## src/hw/rtl/three_marker_pose_estimator_defines.svh

```systemverilog
`ifndef THREE_MARKER_POSE_ESTIMATOR_DEFINES_SVH
`define THREE_MARKER_POSE_ESTIMATOR_DEFINES_SVH

// Same-cycle implication, disabled while reset is asserted.
`define TMPE_ASSERT_IMP(label, clk, rst_n, ante, cons) \
    label: assert property (@(posedge clk) disable iff (!rst_n) (ante) |-> (cons)) \
        else $error("same-cycle check failed");

// Next-cycle implication, disabled while reset is asserted.
`define TMPE_ASSERT_NXT(label, clk, rst_n, ante, cons) \
    label: assert property (@(posedge clk) disable iff (!rst_n) (ante) |=> (cons)) \
        else $error("next-cycle check failed");

`endif

```

## src/hw/rtl/tmpe_pkg.sv

```systemverilog
package tmpe_pkg;

    localparam int COORD_FRAC_BITS = 4;
    localparam int COORD_INT_BITS  = 11;
    localparam int COORD_W         = COORD_INT_BITS + COORD_FRAC_BITS;

    localparam int ANGLE_FRAC_BITS_DEF = 13;
    localparam int CORDIC_STAGES_DEF   = 16;
    localparam int ANGLE_INT_BITS      = 3;

    localparam int CENTER_W     = 17;
    localparam int HEADING_W    = 16;
    localparam int FRONT_W      = 2;
    localparam int SQ_W         = 2 * COORD_W;
    localparam int DIST_W       = SQ_W + 1;
    localparam int SUM_W        = COORD_W + 2;
    localparam int DIFF_W       = COORD_W + 3;
    localparam int CORDIC_GUARD = 8;
    localparam int XY_W         = DIFF_W + CORDIC_GUARD + 2;
    localparam int ATAN_ENTRIES = 24;

    localparam logic [FRONT_W-1:0] FRONT_LED0 = 2'd0;
    localparam logic [FRONT_W-1:0] FRONT_LED1 = 2'd1;
    localparam logic [FRONT_W-1:0] FRONT_LED2 = 2'd2;

    typedef logic [COORD_W-1:0] coord_t;

    typedef struct packed {
        logic [CENTER_W-1:0] center_x;
        logic [CENTER_W-1:0] center_y;
        logic [FRONT_W-1:0]  front;
        logic                zero;
    } side_t;

    localparam longint ATAN_Q30 [ATAN_ENTRIES] = '{
        64'sd843314857, 64'sd497837829, 64'sd263043837, 64'sd133525159,
        64'sd67021687,  64'sd33543516,  64'sd16775851,  64'sd8388437,
        64'sd4194283,   64'sd2097149,   64'sd1048576,   64'sd524288,
        64'sd262144,    64'sd131072,    64'sd65536,     64'sd32768,
        64'sd16384,     64'sd8192,      64'sd4096,      64'sd2048,
        64'sd1024,      64'sd512,       64'sd256,       64'sd128
    };
    localparam longint PI_HALF_Q30 = 64'sd1686629713;
    localparam longint PI_Q30      = 64'sd3373259426;

    function automatic longint q30_to_angle(input longint q30, input int frac_bits);
        return (q30 + (longint'(1) <<< (29 - frac_bits))) >>> (30 - frac_bits);
    endfunction

endpackage

```

## src/hw/rtl/tmpe_cordic_cell.sv

```systemverilog
module tmpe_cordic_cell import tmpe_pkg::*; #(
    parameter int STAGE           = 0,
    parameter int ANGLE_FRAC_BITS = ANGLE_FRAC_BITS_DEF,
    parameter int Z_W             = ANGLE_FRAC_BITS + ANGLE_INT_BITS
) (
    input  logic                   aclk,
    input  logic                   aresetn,
    input  logic                   in_valid,
    output logic                   in_ready,
    input  logic signed [XY_W-1:0] x_in,
    input  logic signed [XY_W-1:0] y_in,
    input  logic signed [Z_W-1:0]  z_in,
    input  side_t                  side_in,
    output logic                   out_valid,
    input  logic                   out_ready,
    output logic signed [XY_W-1:0] x_out,
    output logic signed [XY_W-1:0] y_out,
    output logic signed [Z_W-1:0]  z_out,
    output side_t                  side_out
);

    localparam logic signed [Z_W-1:0] ATAN_STEP =
        Z_W'(q30_to_angle(ATAN_Q30[STAGE], ANGLE_FRAC_BITS));

    logic                   valid_reg;
    logic signed [XY_W-1:0] x_reg;
    logic signed [XY_W-1:0] y_reg;
    logic signed [Z_W-1:0]  z_reg;
    side_t                  side_reg;
    logic signed [XY_W-1:0] x_next;
    logic signed [XY_W-1:0] y_next;
    logic signed [Z_W-1:0]  z_next;
    logic                   en;

    assign en       = !valid_reg || out_ready;
    assign in_ready = en;

    always_comb begin
        if (y_in >= 0) begin
            x_next = x_in + (y_in >>> STAGE);
            y_next = y_in - (x_in >>> STAGE);
            z_next = z_in + ATAN_STEP;
        end else begin
            x_next = x_in - (y_in >>> STAGE);
            y_next = y_in + (x_in >>> STAGE);
            z_next = z_in - ATAN_STEP;
        end
    end

    always_ff @(posedge aclk) begin
        if (!aresetn) begin
            valid_reg <= 1'b0;
        end else if (en) begin
            valid_reg <= in_valid;
        end
    end

    always_ff @(posedge aclk) begin
        if (en) begin
            x_reg    <= x_next;
            y_reg    <= y_next;
            z_reg    <= z_next;
            side_reg <= side_in;
        end
    end

    assign out_valid = valid_reg;
    assign x_out     = x_reg;
    assign y_out     = y_reg;
    assign z_out     = z_reg;
    assign side_out  = side_reg;

endmodule

```

## config.mk

```make
export PLATFORM = sky130hd
export DESIGN_NAME = tmpe_cordic_cell
export DESIGN_NICKNAME = d
export VERILOG_FILES = /design/src/hw/rtl/three_marker_pose_estimator_defines.svh /design/src/hw/rtl/tmpe_pkg.sv /design/src/hw/rtl/tmpe_cordic_cell.sv
export SDC_FILE = /design/constraint.sdc
export NUM_CORES = 1
export LEC_CHECK = 0
export BUFFER_PORTS_ARGS = -buffer_cell sky130_fd_sc_hd__buf_2
export CORE_ASPECT_RATIO = 2
export CORE_MARGIN = 4
export CORE_UTILIZATION = 25
export DETAILED_ROUTE_END_ITERATION = 16
export SLEW_MARGIN = 20
export SYNTH_ARGS = -nofsm -noshare
export SYNTH_HDL_FRONTEND = slang
export SYNTH_SLANG_ARGS = --single-unit
```

## constraint.sdc

```tcl
create_clock -name aclk -period 3.8 [get_ports aclk]
set_input_delay 0 -clock aclk [delete_from_list [all_inputs] [get_ports aclk]]
set_output_delay 0 -clock aclk [all_outputs]
set_load 0.02 [all_outputs]
```

==> metrics <==
Yosys Warn Count=0; hold buffers post-CTS=46; maximum vdd drop=0.184 mV; P_leak=4.65 nW; P_int=2.54 mW; mean post-synth cell area=9.64 um^2; leading area contributor after synthesis=edfxtp_1; setup violators final=0; Hold Crit Class=primary input to flip-flop; vias=7,566; Die Wd=138 um; routed len/inst=18.3 um; Crit path arrival time=2.91 ns; Routed WL=28,500 um; sequential area share after synthesis=38.9%; TritonCTS clock tree=built; Final nets=1,314; I/O pin total=224; Worst Skew=0.0103 ns; Die Height=267 um; critical path type=primary input to flip-flop; largest net degree at the start of global routing=70; Slew Limit Fails=0; clock transition at the registers of the reported paths=0.08 ns; postcts setup bufs=0; Mapped Nets=1,074; Max Cap Viol=0; clk buf depth=2; Synth Cell Area=0.00839 mm^2; grt total ovfl=0; main area contributors after synthesis=edfxtp_1 39%, ha_1 13%, a21oi_1 5.8%, xnor2_1 5.3%, inv_1 3.6%; Most used DFF post-synth=edfxtp_1; Yosys top cell area share=38.6%; initial antenna violation count=4; CTS buffer count=9; Sw Share=36.5%; Unique masters post-synth=80; Worst Max-Slew Pin Slew=0.809 ns; worst hold margin=0.0289 ns; GR Util All Layers=15.0%; Max Freq=0.356 GHz; ratio of cells with drive above 1 in the final layout=23.8%; number of global-route vias before repair=7,659; number of synthesized register bits=109; Routed Antenna Nets=0; Starting Density=25.4%; H-tree levels=3; via/cell ratio=4.88; Clk Latency, worst-skew pair=0.36 ns; die area=0.0368 mm^2; placed cell count=1,486; final hold vios=0; core footprint=0.0330 mm^2; cell count after synthesis=871; DR pass1 iterations=5; RSZ-0062 raised after global routing=false; clock power share=22.4%; first-pass GRT wire length=41,800 um; Post-synth ARST share=0%; Seq pwr share=40.7%; Final period util=73.9%; DRC=0; Setup crit end kind=flip-flop; DRT iter0 DRCs=416; slew margin rel.=46.1%; Tmin final=2.81 ns; Worst EP required=3.90 ns; IO Port Bufs=223; number of flops mapped to enable cells by yosys=108; Comb power frac=36.9%; post-cts resize count=0; row count=94; clock root buffer=clkbuf_16; area growth from synthesis to final layout=26.8%; CP Max Fanout=18; fin cells=1,551; status=completed; global placement routability congestion=0.934; P_sw=1.46 mW; Post-DP HPWL=22,900 um; crit start category=primary input; setup TNS=0 ns; CTS Sinks=109; pwr/cell area=376 mW/mm^2
[cell usage in the layout, fill, tap and decap left out, types with 4 or more instances in the layout]
cell type	instances
nand3_1	10
mux2i_1	12
a211oi_1	10
a31oi_1	10
clkbuf_16	9
nor3b_1	5
dlygate4sd3_1	46
nor2b_1	18
nand2b_1	4
nand3b_1	4
o21a_1	6
o21bai_1	15
o22ai_1	4
a21oi_1	98
a211o_1	4
o21ai_1	13
xor2_1	19
inv_1	81
o211ai_1	9
inv_2	5
edfxtp_1	108
nor2_1	53
o21ai_0	49
nor3_1	17
o31ai_1	4
o221ai_1	4
buf_2	223
nand2_1	39
ha_1	87
nand4_1	7
buf_4	4
a21o_1	17
xnor2_1	51
[per-stage QoR]
| stage | power (mW) | cell area [um^2] | setup WS, ns | utilization, % |
|---|---|---|---|---|
| after global routing | 4.22 | 10600 | 0.803 | 32.2 |
| after CTS | 4.04 | 10600 | 1.03 | 32.2 |
| after floorplan | 2.57 | 8390 | 0.189 | - |
| after detailed placement | 3.10 | 9900 | 0.642 | 30.0 |
| final | 4.00 | 10600 | 0.991 | 32.2 |
| after global placement | 3.08 | 9900 | 0.637 | 30.0 |
[path summary, 6_finish.rpt]
check | startpoint | end | slack [ns] | depth (start not counted)
worst max-delay path | x_in[6] | y_out[19] | 0.99 | 12
worst min register to register | out_valid | side_out[29] | 1.16 | 1
worst min-delay path | z_in[3] | z_out[3] | 0.03 | 2
worst max register to register | out_valid | out_valid | 1.95 | 3
[flip-flops by register name, indices dropped and copies added, names as in the netlist]
| register | cells |
|---|---|
| z_out | 16 |
| x_out | 28 |
| y_out | 27 |
| out_valid | 1 |
| side_out | 37 |
[area by class of cell]
type	count	area, um^2
Inverter	87	327
Clock buffer	10	229
Timing Repair Buffer	274	1630
Sequential cell	109	3260
Clock inverter	6	48.8
Antenna cell	3	7.51
Multi-Input combinational cell	630	4600
Fill cell	3454	22400
Tap cell	432	541
[cell families (layout without fill, tap and decap cells)]
logic type,count (synthesis),after routing,synth area share [%]
other cells,0,3,0
buf+inv,132,377,6.36
xor+xnor,70,70,7.30
compound gates,277,277,21.4
flops,109,109,38.9
mux,13,13,1.57
fa+ha+maj,91,91,13.8
simple gates,179,179,10.7
[per-layer routing]
metal	vias up	part of all wire, %	global-route usage, %
met5	-	0	0
met4	0	6.9	10.5
met3	84	5.5	2.76
met2	296	55	28.6
met1	3588	33	13.7
li1	3598	-	-
[power by group through the flow]
stage / Clock (mW) / Combinational, mW / Sequential (mW)
after global routing: 0.984 / 1.59 / 1.65
after CTS: 0.932 / 1.48 / 1.63
after detailed placement: 0 / 1.44 / 1.66
after global placement: 0 / 1.42 / 1.66
after floorplan: 0 / 0.677 / 1.90
final: 0.897 / 1.48 / 1.63
[cells in the mapped netlist (12+ instances only)]
cell      count
a21o_1       17
a21oi_1      98
buf_2        13
clkbuf_1     18
edfxtp_1    108
ha_1         87
inv_1        81
mux2i_1      12
nand2_1      39
nor2_1       53
nor2b_1      18
nor3_1       17
o21ai_0      49
o21ai_1      13
o21bai_1     15
xnor2_1      51
xor2_1       19
[critical path: stages]
cell	delay, ns
buf_2	0.10
inv_1	0.04
ha_1	0.68
nor3b_1	0.15
o31ai_1	0.27
o31ai_1	0.17
nor3b_1	0.54
o311a_1	0.32
o31ai_4	0.08
a21boi_1	0.26
mux2i_1	0.13
xnor2_1	0.15
(Power assumes the default switching activity.)
