<file path="config.mk">
export PLATFORM = sky130hd
export DESIGN_NAME = tmpe_front
export DESIGN_NICKNAME = d
export VERILOG_FILES = /design/src/hw/rtl/three_marker_pose_estimator_defines.svh /design/src/hw/rtl/tmpe_pkg.sv /design/src/hw/rtl/tmpe_front.sv
export SDC_FILE = /design/constraint.sdc
export NUM_CORES = 2
export LEC_CHECK = 0
export BUFFER_PORTS_ARGS = -buffer_cell sky130_fd_sc_hd__buf_2
export CORE_ASPECT_RATIO = 1.4
export CORE_MARGIN = 3
export CORE_UTILIZATION = 50
export CTS_CLUSTER_DIAMETER = 100
export DETAILED_ROUTE_END_ITERATION = 8
export MAX_ROUTING_LAYER = met4
export PLACE_DENSITY = 0.66
export SETUP_SLACK_MARGIN = 0.5
export SYNTH_ARGS = -nofsm -noshare
export SYNTH_HDL_FRONTEND = slang
export SYNTH_SLANG_ARGS = --single-unit
export TNS_END_PERCENT = 20
</file>
<file path="constraint.sdc">
create_clock -name aclk -period 11.45 [get_ports aclk]
set_input_delay 0.5725 -clock aclk [delete_from_list [all_inputs] [get_ports aclk]]
set_output_delay 0.5725 -clock aclk [all_outputs]
set_load 0.02 [all_outputs]
</file>
<file path="src/hw/rtl/three_marker_pose_estimator_defines.svh">
`ifndef THREE_MARKER_POSE_ESTIMATOR_DEFINES_SVH
`define THREE_MARKER_POSE_ESTIMATOR_DEFINES_SVH

// Same-cycle implication, disabled while reset is asserted.
`define TMPE_ASSERT_IMP(label, clk, rst_n, ante, cons) \
    label: assert property (@(posedge clk) disable iff (!rst_n) (ante) |-> (cons)) \
        else $error("same-cycle check failed");

// Next-cycle implication, disabled while reset is asserted.
`define TMPE_ASSERT_NXT(label, clk, rst_n, ante, cons) \
    label: assert property (@(posedge clk) disable iff (!rst_n) (ante) |=> (cons)) \
        else $error("next-cycle check failed");

`endif

</file>
<file path="src/hw/rtl/tmpe_pkg.sv">
package tmpe_pkg;

    localparam int COORD_FRAC_BITS = 4;
    localparam int COORD_INT_BITS  = 11;
    localparam int COORD_W         = COORD_INT_BITS + COORD_FRAC_BITS;

    localparam int ANGLE_FRAC_BITS_DEF = 13;
    localparam int CORDIC_STAGES_DEF   = 16;
    localparam int ANGLE_INT_BITS      = 3;

    localparam int CENTER_W     = 17;
    localparam int HEADING_W    = 16;
    localparam int FRONT_W      = 2;
    localparam int SQ_W         = 2 * COORD_W;
    localparam int DIST_W       = SQ_W + 1;
    localparam int SUM_W        = COORD_W + 2;
    localparam int DIFF_W       = COORD_W + 3;
    localparam int CORDIC_GUARD = 8;
    localparam int XY_W         = DIFF_W + CORDIC_GUARD + 2;
    localparam int ATAN_ENTRIES = 24;

    localparam logic [FRONT_W-1:0] FRONT_LED0 = 2'd0;
    localparam logic [FRONT_W-1:0] FRONT_LED1 = 2'd1;
    localparam logic [FRONT_W-1:0] FRONT_LED2 = 2'd2;

    typedef logic [COORD_W-1:0] coord_t;

    typedef struct packed {
        logic [CENTER_W-1:0] center_x;
        logic [CENTER_W-1:0] center_y;
        logic [FRONT_W-1:0]  front;
        logic                zero;
    } side_t;

    localparam longint ATAN_Q30 [ATAN_ENTRIES] = '{
        64'sd843314857, 64'sd497837829, 64'sd263043837, 64'sd133525159,
        64'sd67021687,  64'sd33543516,  64'sd16775851,  64'sd8388437,
        64'sd4194283,   64'sd2097149,   64'sd1048576,   64'sd524288,
        64'sd262144,    64'sd131072,    64'sd65536,     64'sd32768,
        64'sd16384,     64'sd8192,      64'sd4096,      64'sd2048,
        64'sd1024,      64'sd512,       64'sd256,       64'sd128
    };
    localparam longint PI_HALF_Q30 = 64'sd1686629713;
    localparam longint PI_Q30      = 64'sd3373259426;

    function automatic longint q30_to_angle(input longint q30, input int frac_bits);
        return (q30 + (longint'(1) <<< (29 - frac_bits))) >>> (30 - frac_bits);
    endfunction

endpackage

</file>
<file path="src/hw/rtl/tmpe_front.sv">
module tmpe_front import tmpe_pkg::*; #(
    parameter int ANGLE_FRAC_BITS = ANGLE_FRAC_BITS_DEF,
    parameter int Z_W             = ANGLE_FRAC_BITS + ANGLE_INT_BITS
) (
    input  logic                  aclk,
    input  logic                  aresetn,
    input  logic                  in_valid,
    output logic                  in_ready,
    input  coord_t                led0_x,
    input  coord_t                led0_y,
    input  coord_t                led1_x,
    input  coord_t                led1_y,
    input  coord_t                led2_x,
    input  coord_t                led2_y,
    output logic                  out_valid,
    input  logic                  out_ready,
    output logic signed [XY_W-1:0] x_out,
    output logic signed [XY_W-1:0] y_out,
    output logic signed [Z_W-1:0]  z_out,
    output side_t                 side_out
);

    localparam logic signed [Z_W-1:0] PI_HALF_Q = Z_W'(q30_to_angle(PI_HALF_Q30, ANGLE_FRAC_BITS));

    // stage A: squared differences
    logic                 a_valid_reg;
    coord_t               a_px_reg [3];
    coord_t               a_py_reg [3];
    logic [SQ_W-1:0]      a_sq_reg [6];
    logic signed [COORD_W:0]     diff [6];
    logic signed [2*COORD_W+1:0] prod [6];

    // stage B: distances and coordinate sums
    logic                 b_valid_reg;
    coord_t               b_px_reg [3];
    coord_t               b_py_reg [3];
    logic [DIST_W-1:0]    b_dist_reg [3];
    logic [SUM_W-1:0]     b_sum_x_reg;
    logic [SUM_W-1:0]     b_sum_y_reg;

    // stage C: front choice
    logic                 c_valid_reg;
    coord_t               c_px_reg [3];
    coord_t               c_py_reg [3];
    logic [SUM_W-1:0]     c_sum_x_reg;
    logic [SUM_W-1:0]     c_sum_y_reg;
    logic [FRONT_W-1:0]   c_front_reg;
    logic [FRONT_W-1:0]   c_front_next;

    // stage D: centre and heading vector
    logic                 d_valid_reg;
    logic signed [DIFF_W-1:0] d_dx_reg;
    logic signed [DIFF_W-1:0] d_dy_reg;
    side_t                d_side_reg;
    coord_t               fx;
    coord_t               fy;
    logic signed [DIFF_W-1:0] dx_next;
    logic signed [DIFF_W-1:0] dy_next;
    side_t                d_side_next;

    // stage E: quadrant fold
    logic                 e_valid_reg;
    logic signed [XY_W-1:0] e_x_reg;
    logic signed [XY_W-1:0] e_y_reg;
    logic signed [Z_W-1:0]  e_z_reg;
    side_t                e_side_reg;
    logic signed [XY_W-1:0] gx;
    logic signed [XY_W-1:0] gy;
    logic signed [XY_W-1:0] x_next;
    logic signed [XY_W-1:0] y_next;
    logic signed [Z_W-1:0]  z_next;

    logic a_en, b_en, c_en, d_en, e_en;

    assign e_en     = !e_valid_reg || out_ready;
    assign d_en     = !d_valid_reg || e_en;
    assign c_en     = !c_valid_reg || d_en;
    assign b_en     = !b_valid_reg || c_en;
    assign a_en     = !a_valid_reg || b_en;
    assign in_ready = a_en;

    always_comb begin
        diff[0] = $signed({1'b0, led0_x}) - $signed({1'b0, led1_x});
        diff[1] = $signed({1'b0, led0_y}) - $signed({1'b0, led1_y});
        diff[2] = $signed({1'b0, led1_x}) - $signed({1'b0, led2_x});
        diff[3] = $signed({1'b0, led1_y}) - $signed({1'b0, led2_y});
        diff[4] = $signed({1'b0, led2_x}) - $signed({1'b0, led0_x});
        diff[5] = $signed({1'b0, led2_y}) - $signed({1'b0, led0_y});
        for (int k = 0; k < 6; k++) begin
            prod[k] = diff[k] * diff[k];
        end
    end

    always_comb begin
        if (b_dist_reg[0] < b_dist_reg[1] && b_dist_reg[0] < b_dist_reg[2]) begin
            c_front_next = FRONT_LED2;
        end else if (b_dist_reg[1] < b_dist_reg[2] && b_dist_reg[1] < b_dist_reg[0]) begin
            c_front_next = FRONT_LED0;
        end else begin
            c_front_next = FRONT_LED1;
        end
    end

    always_comb begin
        case (c_front_reg)
            FRONT_LED0: begin
                fx = c_px_reg[0];
                fy = c_py_reg[0];
            end
            FRONT_LED2: begin
                fx = c_px_reg[2];
                fy = c_py_reg[2];
            end
            default: begin
                fx = c_px_reg[1];
                fy = c_py_reg[1];
            end
        endcase
        dx_next = $signed(DIFF_W'({fx, 1'b0})) + $signed(DIFF_W'(fx))
                - $signed(DIFF_W'(c_sum_x_reg));
        dy_next = $signed(DIFF_W'({fy, 1'b0})) + $signed(DIFF_W'(fy))
                - $signed(DIFF_W'(c_sum_y_reg));
        d_side_next.center_x = CENTER_W'(fx) + CENTER_W'(c_sum_x_reg);
        d_side_next.center_y = CENTER_W'(fy) + CENTER_W'(c_sum_y_reg);
        d_side_next.front    = c_front_reg;
        d_side_next.zero     = (dx_next == '0) && (dy_next == '0);
    end

    always_comb begin
        gx = $signed(XY_W'(d_dx_reg)) <<< CORDIC_GUARD;
        gy = $signed(XY_W'(d_dy_reg)) <<< CORDIC_GUARD;
        if (gx < 0) begin
            if (gy >= 0) begin
                x_next = gy;
                y_next = -gx;
                z_next = PI_HALF_Q;
            end else begin
                x_next = -gy;
                y_next = gx;
                z_next = -PI_HALF_Q;
            end
        end else begin
            x_next = gx;
            y_next = gy;
            z_next = '0;
        end
    end

    always_ff @(posedge aclk) begin
        if (!aresetn) begin
            a_valid_reg <= 1'b0;
            b_valid_reg <= 1'b0;
            c_valid_reg <= 1'b0;
            d_valid_reg <= 1'b0;
            e_valid_reg <= 1'b0;
        end else begin
            if (a_en) begin
                a_valid_reg <= in_valid;
            end
            if (b_en) begin
                b_valid_reg <= a_valid_reg;
            end
            if (c_en) begin
                c_valid_reg <= b_valid_reg;
            end
            if (d_en) begin
                d_valid_reg <= c_valid_reg;
            end
            if (e_en) begin
                e_valid_reg <= d_valid_reg;
            end
        end
    end

    always_ff @(posedge aclk) begin
        if (a_en) begin
            a_px_reg[0] <= led0_x;
            a_px_reg[1] <= led1_x;
            a_px_reg[2] <= led2_x;
            a_py_reg[0] <= led0_y;
            a_py_reg[1] <= led1_y;
            a_py_reg[2] <= led2_y;
            for (int k = 0; k < 6; k++) begin
                a_sq_reg[k] <= prod[k][SQ_W-1:0];
            end
        end
        if (b_en) begin
            b_px_reg <= a_px_reg;
            b_py_reg <= a_py_reg;
            for (int k = 0; k < 3; k++) begin
                b_dist_reg[k] <= {1'b0, a_sq_reg[2*k]} + {1'b0, a_sq_reg[2*k+1]};
            end
            b_sum_x_reg <= SUM_W'(a_px_reg[0]) + SUM_W'(a_px_reg[1]) + SUM_W'(a_px_reg[2]);
            b_sum_y_reg <= SUM_W'(a_py_reg[0]) + SUM_W'(a_py_reg[1]) + SUM_W'(a_py_reg[2]);
        end
        if (c_en) begin
            c_px_reg    <= b_px_reg;
            c_py_reg    <= b_py_reg;
            c_sum_x_reg <= b_sum_x_reg;
            c_sum_y_reg <= b_sum_y_reg;
            c_front_reg <= c_front_next;
        end
        if (d_en) begin
            d_dx_reg   <= dx_next;
            d_dy_reg   <= dy_next;
            d_side_reg <= d_side_next;
        end
        if (e_en) begin
            e_x_reg    <= x_next;
            e_y_reg    <= y_next;
            e_z_reg    <= z_next;
            e_side_reg <= d_side_reg;
        end
    end

    assign out_valid = e_valid_reg;
    assign x_out     = e_x_reg;
    assign y_out     = e_y_reg;
    assign z_out     = e_z_reg;
    assign side_out  = e_side_reg;

endmodule

</file>
==> metrics.txt <==
status finished, final reports clean; Slew Limit Fails 0; row count 182; final hold vios 0; clock slew at reported path FFs ~0.070 ns; fin cells 11244; CP max-delay cell o41ai_1; post-synthesis cell area approximately 89000 µm²; die area 184000 µm²; Sink Count 763; H-tree Lvls 3; Max Fanout on Critical Path 15; routed length per placed instance 19.8 µm; synth top area cells fa_1 32%, edfxtp_1 25%, ha_1 12%, inv_1 9.3%, xnor2_1 3.6%; setup TNS 0 ns; DR iter-0 viols 3752; # nets final 11218; Tcrit/Tclk final 0.849; critical path class input port to flop; I/O Buffers ~190; initial antenna violation count 7; min-delay src led2_x[0]; most frequent cell after synthesis inv_1; worst slew pin tran about 1.2 ns; Hold Path Cell Cnt 1; largest net degree at the start of global routing 158; cell total after placement 11091; final setup vio count 0; sequential fraction of the synthesis area 0.256; die height 506 µm; Hold Path End a_px_reg[0]; Synth Register Bits 763; CTS tree done; Post-CTS Setup Repair Bufs 0; Vias/cell 5.32; CP arrival a little over 10 ns; asr flop ratio synth 0; clk_lat worst skew 0.70 ns; top-area cell type share of the netlist area 0.317; drt first pass iters 6; worst hold path class input port to flop; FF-to-FF Start c_front_reg[1]; hold bufs inserted after CTS 0; max cap viols 0; RSZ-0062 raised after global routing no; Ports approximately 210; most frequent cells after synthesis 2211 x inv_1, 1413 x fa_1, 840 x ha_1; routability cong. 0.989; Max Clock Skew between 0.04 and 0.05 ns; Worst setup EP type flop; max reg flops 174; leading area contributor after synthesis fa_1; syn_area_per_cell 10.4 µm²; Critical Path Start led1_x[1]; cell mode on critical path inv_1; routed vias 59829; CP Launch Type input port; min Tclk post-route 9.72 ns; Initial Utilization 0.505; Root Driver clkbuf_16; Tot GR Track Use 0.256; post-route ant nets 0; RR Endpoint d_side_reg[0]; required time of the critical path 11.88 ns; max_slew headroom 0.201; Peak Freq roughly 100 MHz; vias in the first global route 64552; Core ar. 177000 µm²; post_cts resized 0; final WL 223000 µm; Area growth syn-to-layout 7.69%; reg2reg setup slack approximately 4.6 ns; # DRC 0; CP peak stage delay 0.84 ns; Synth Flop Type edfxtp_1; Clock Tree Buf Depth 3; DIE WIDTH roughly 360 µm; yosys warns 0; R2R cell count 20; EDFF count, synth approximately 760; proportion of layout cells with a drive suffix above 1 0.0543; CTS Buf Count 78; first-pass GRT wire length 351000 µm; gr ovfl total 0; hold slack 0.0880 ns; Post-Syn Instances 8606; dpl hpwl 186000 µm; Cell variety after synth 73; Fillers around 16000
layout by cell type (no fill, tap or decap), types with 12 or more instances in the layout:
cell / count
inv_1: 2209
o31ai_1: 17
nand2b_1: 46
nor3_1: 87
mux2i_1: 34
diode_2: 13
fa_1: 1413
conb_1: 20
clkinv_1: 47
o211ai_1: 16
and2_1: 58
nor2b_1: 65
ha_1: 840
o21a_1: 61
o21ai_0: 180
clkbuf_16: 79
or2_2: 20
a31oi_1: 30
edfxtp_1: 758
o21bai_1: 63
clkbuf_1: 14
xor2_1: 138
and3_1: 37
or3_1: 17
a21o_1: 179
nand3_1: 66
a31o_2: 12
a211oi_1: 36
buf_2: 186
nand4_1: 28
nand2_1: 529
buf_4: 116
xnor2_1: 367
nor2_1: 625
o41ai_1: 15
a21oi_1: 321
how the worst max path moves through the flow:
stage | slack, ns | to
after floorplan | 1.68 | a_px_reg[0]
after global placement | 1.12 | a_sq_reg[5][29]
after detailed placement | 1.13 | a_sq_reg[5][29]
after CTS | 1.80 | a_sq_reg[5][29]
after global routing | 1.04 | a_sq_reg[5][29]
final | 1.73 | a_sq_reg[0][29]
critical path: cells and delay by family:
| kind | cells | cell delay, ns |
|---|---|---|
| XOR/XNOR | 2 | 0.28 |
| adder cells (fa/ha/maj) | 8 | 3.58 |
| AO/OA/AOI/OAI | 13 | 3.90 |
| AND/OR/NAND/NOR | 6 | 0.95 |
| buffers and inverters | 9 | 0.84 |
stage by stage:
step | utilization | setup WS, ns | area, µm²
after detailed placement | 0.529 | 1.13 | 93500
after CTS | 0.544 | 1.80 | 96200
after global routing | 0.544 | 1.04 | 96200
after floorplan | - | 1.68 | 89400
final | 0.544 | 1.73 | 96200
after global placement | 0.529 | 1.12 | 93500
area by class of cell:
cell class,instances,area [µm²],area share
antenna,13,32.5,0.000338
multi-input combinational,5472,57500,0.598
clock buffer,95,2060,0.0214
tap,2300,2880,0.0299
inverter,2252,8460,0.0879
clock inverter,45,568,0.00590
sequential,763,22900,0.238
timing repair buffer,304,1840,0.0191
cell families after synthesis:
| logic type | synth area share |
|---|---|
| AND/OR/NAND/NOR | 0.0806 |
| XOR/XNOR | 0.0498 |
| buffers and inverters | 0.102 |
| adder cells (fa/ha/maj) | 0.434 |
| AO/OA/AOI/OAI | 0.0727 |
| flip-flops | 0.256 |
| multiplexers | 0.00494 |
| other | 0.0000420 |
metal layers:
metal / vias up / routed length [µm] / GRT usage
met5: - / 0 / -
met4: 0 / 14400 / 0.138
met3: 533 / 12100 / 0.0313
met2: 1635 / 115000 / 0.445
met1: 30197 / 81600 / 0.287
li1: 27464 / - / -
Power is left out: the tool's default activity adds up to more than one toggle a clock period on the data nets, which glitch-free logic cannot reach.
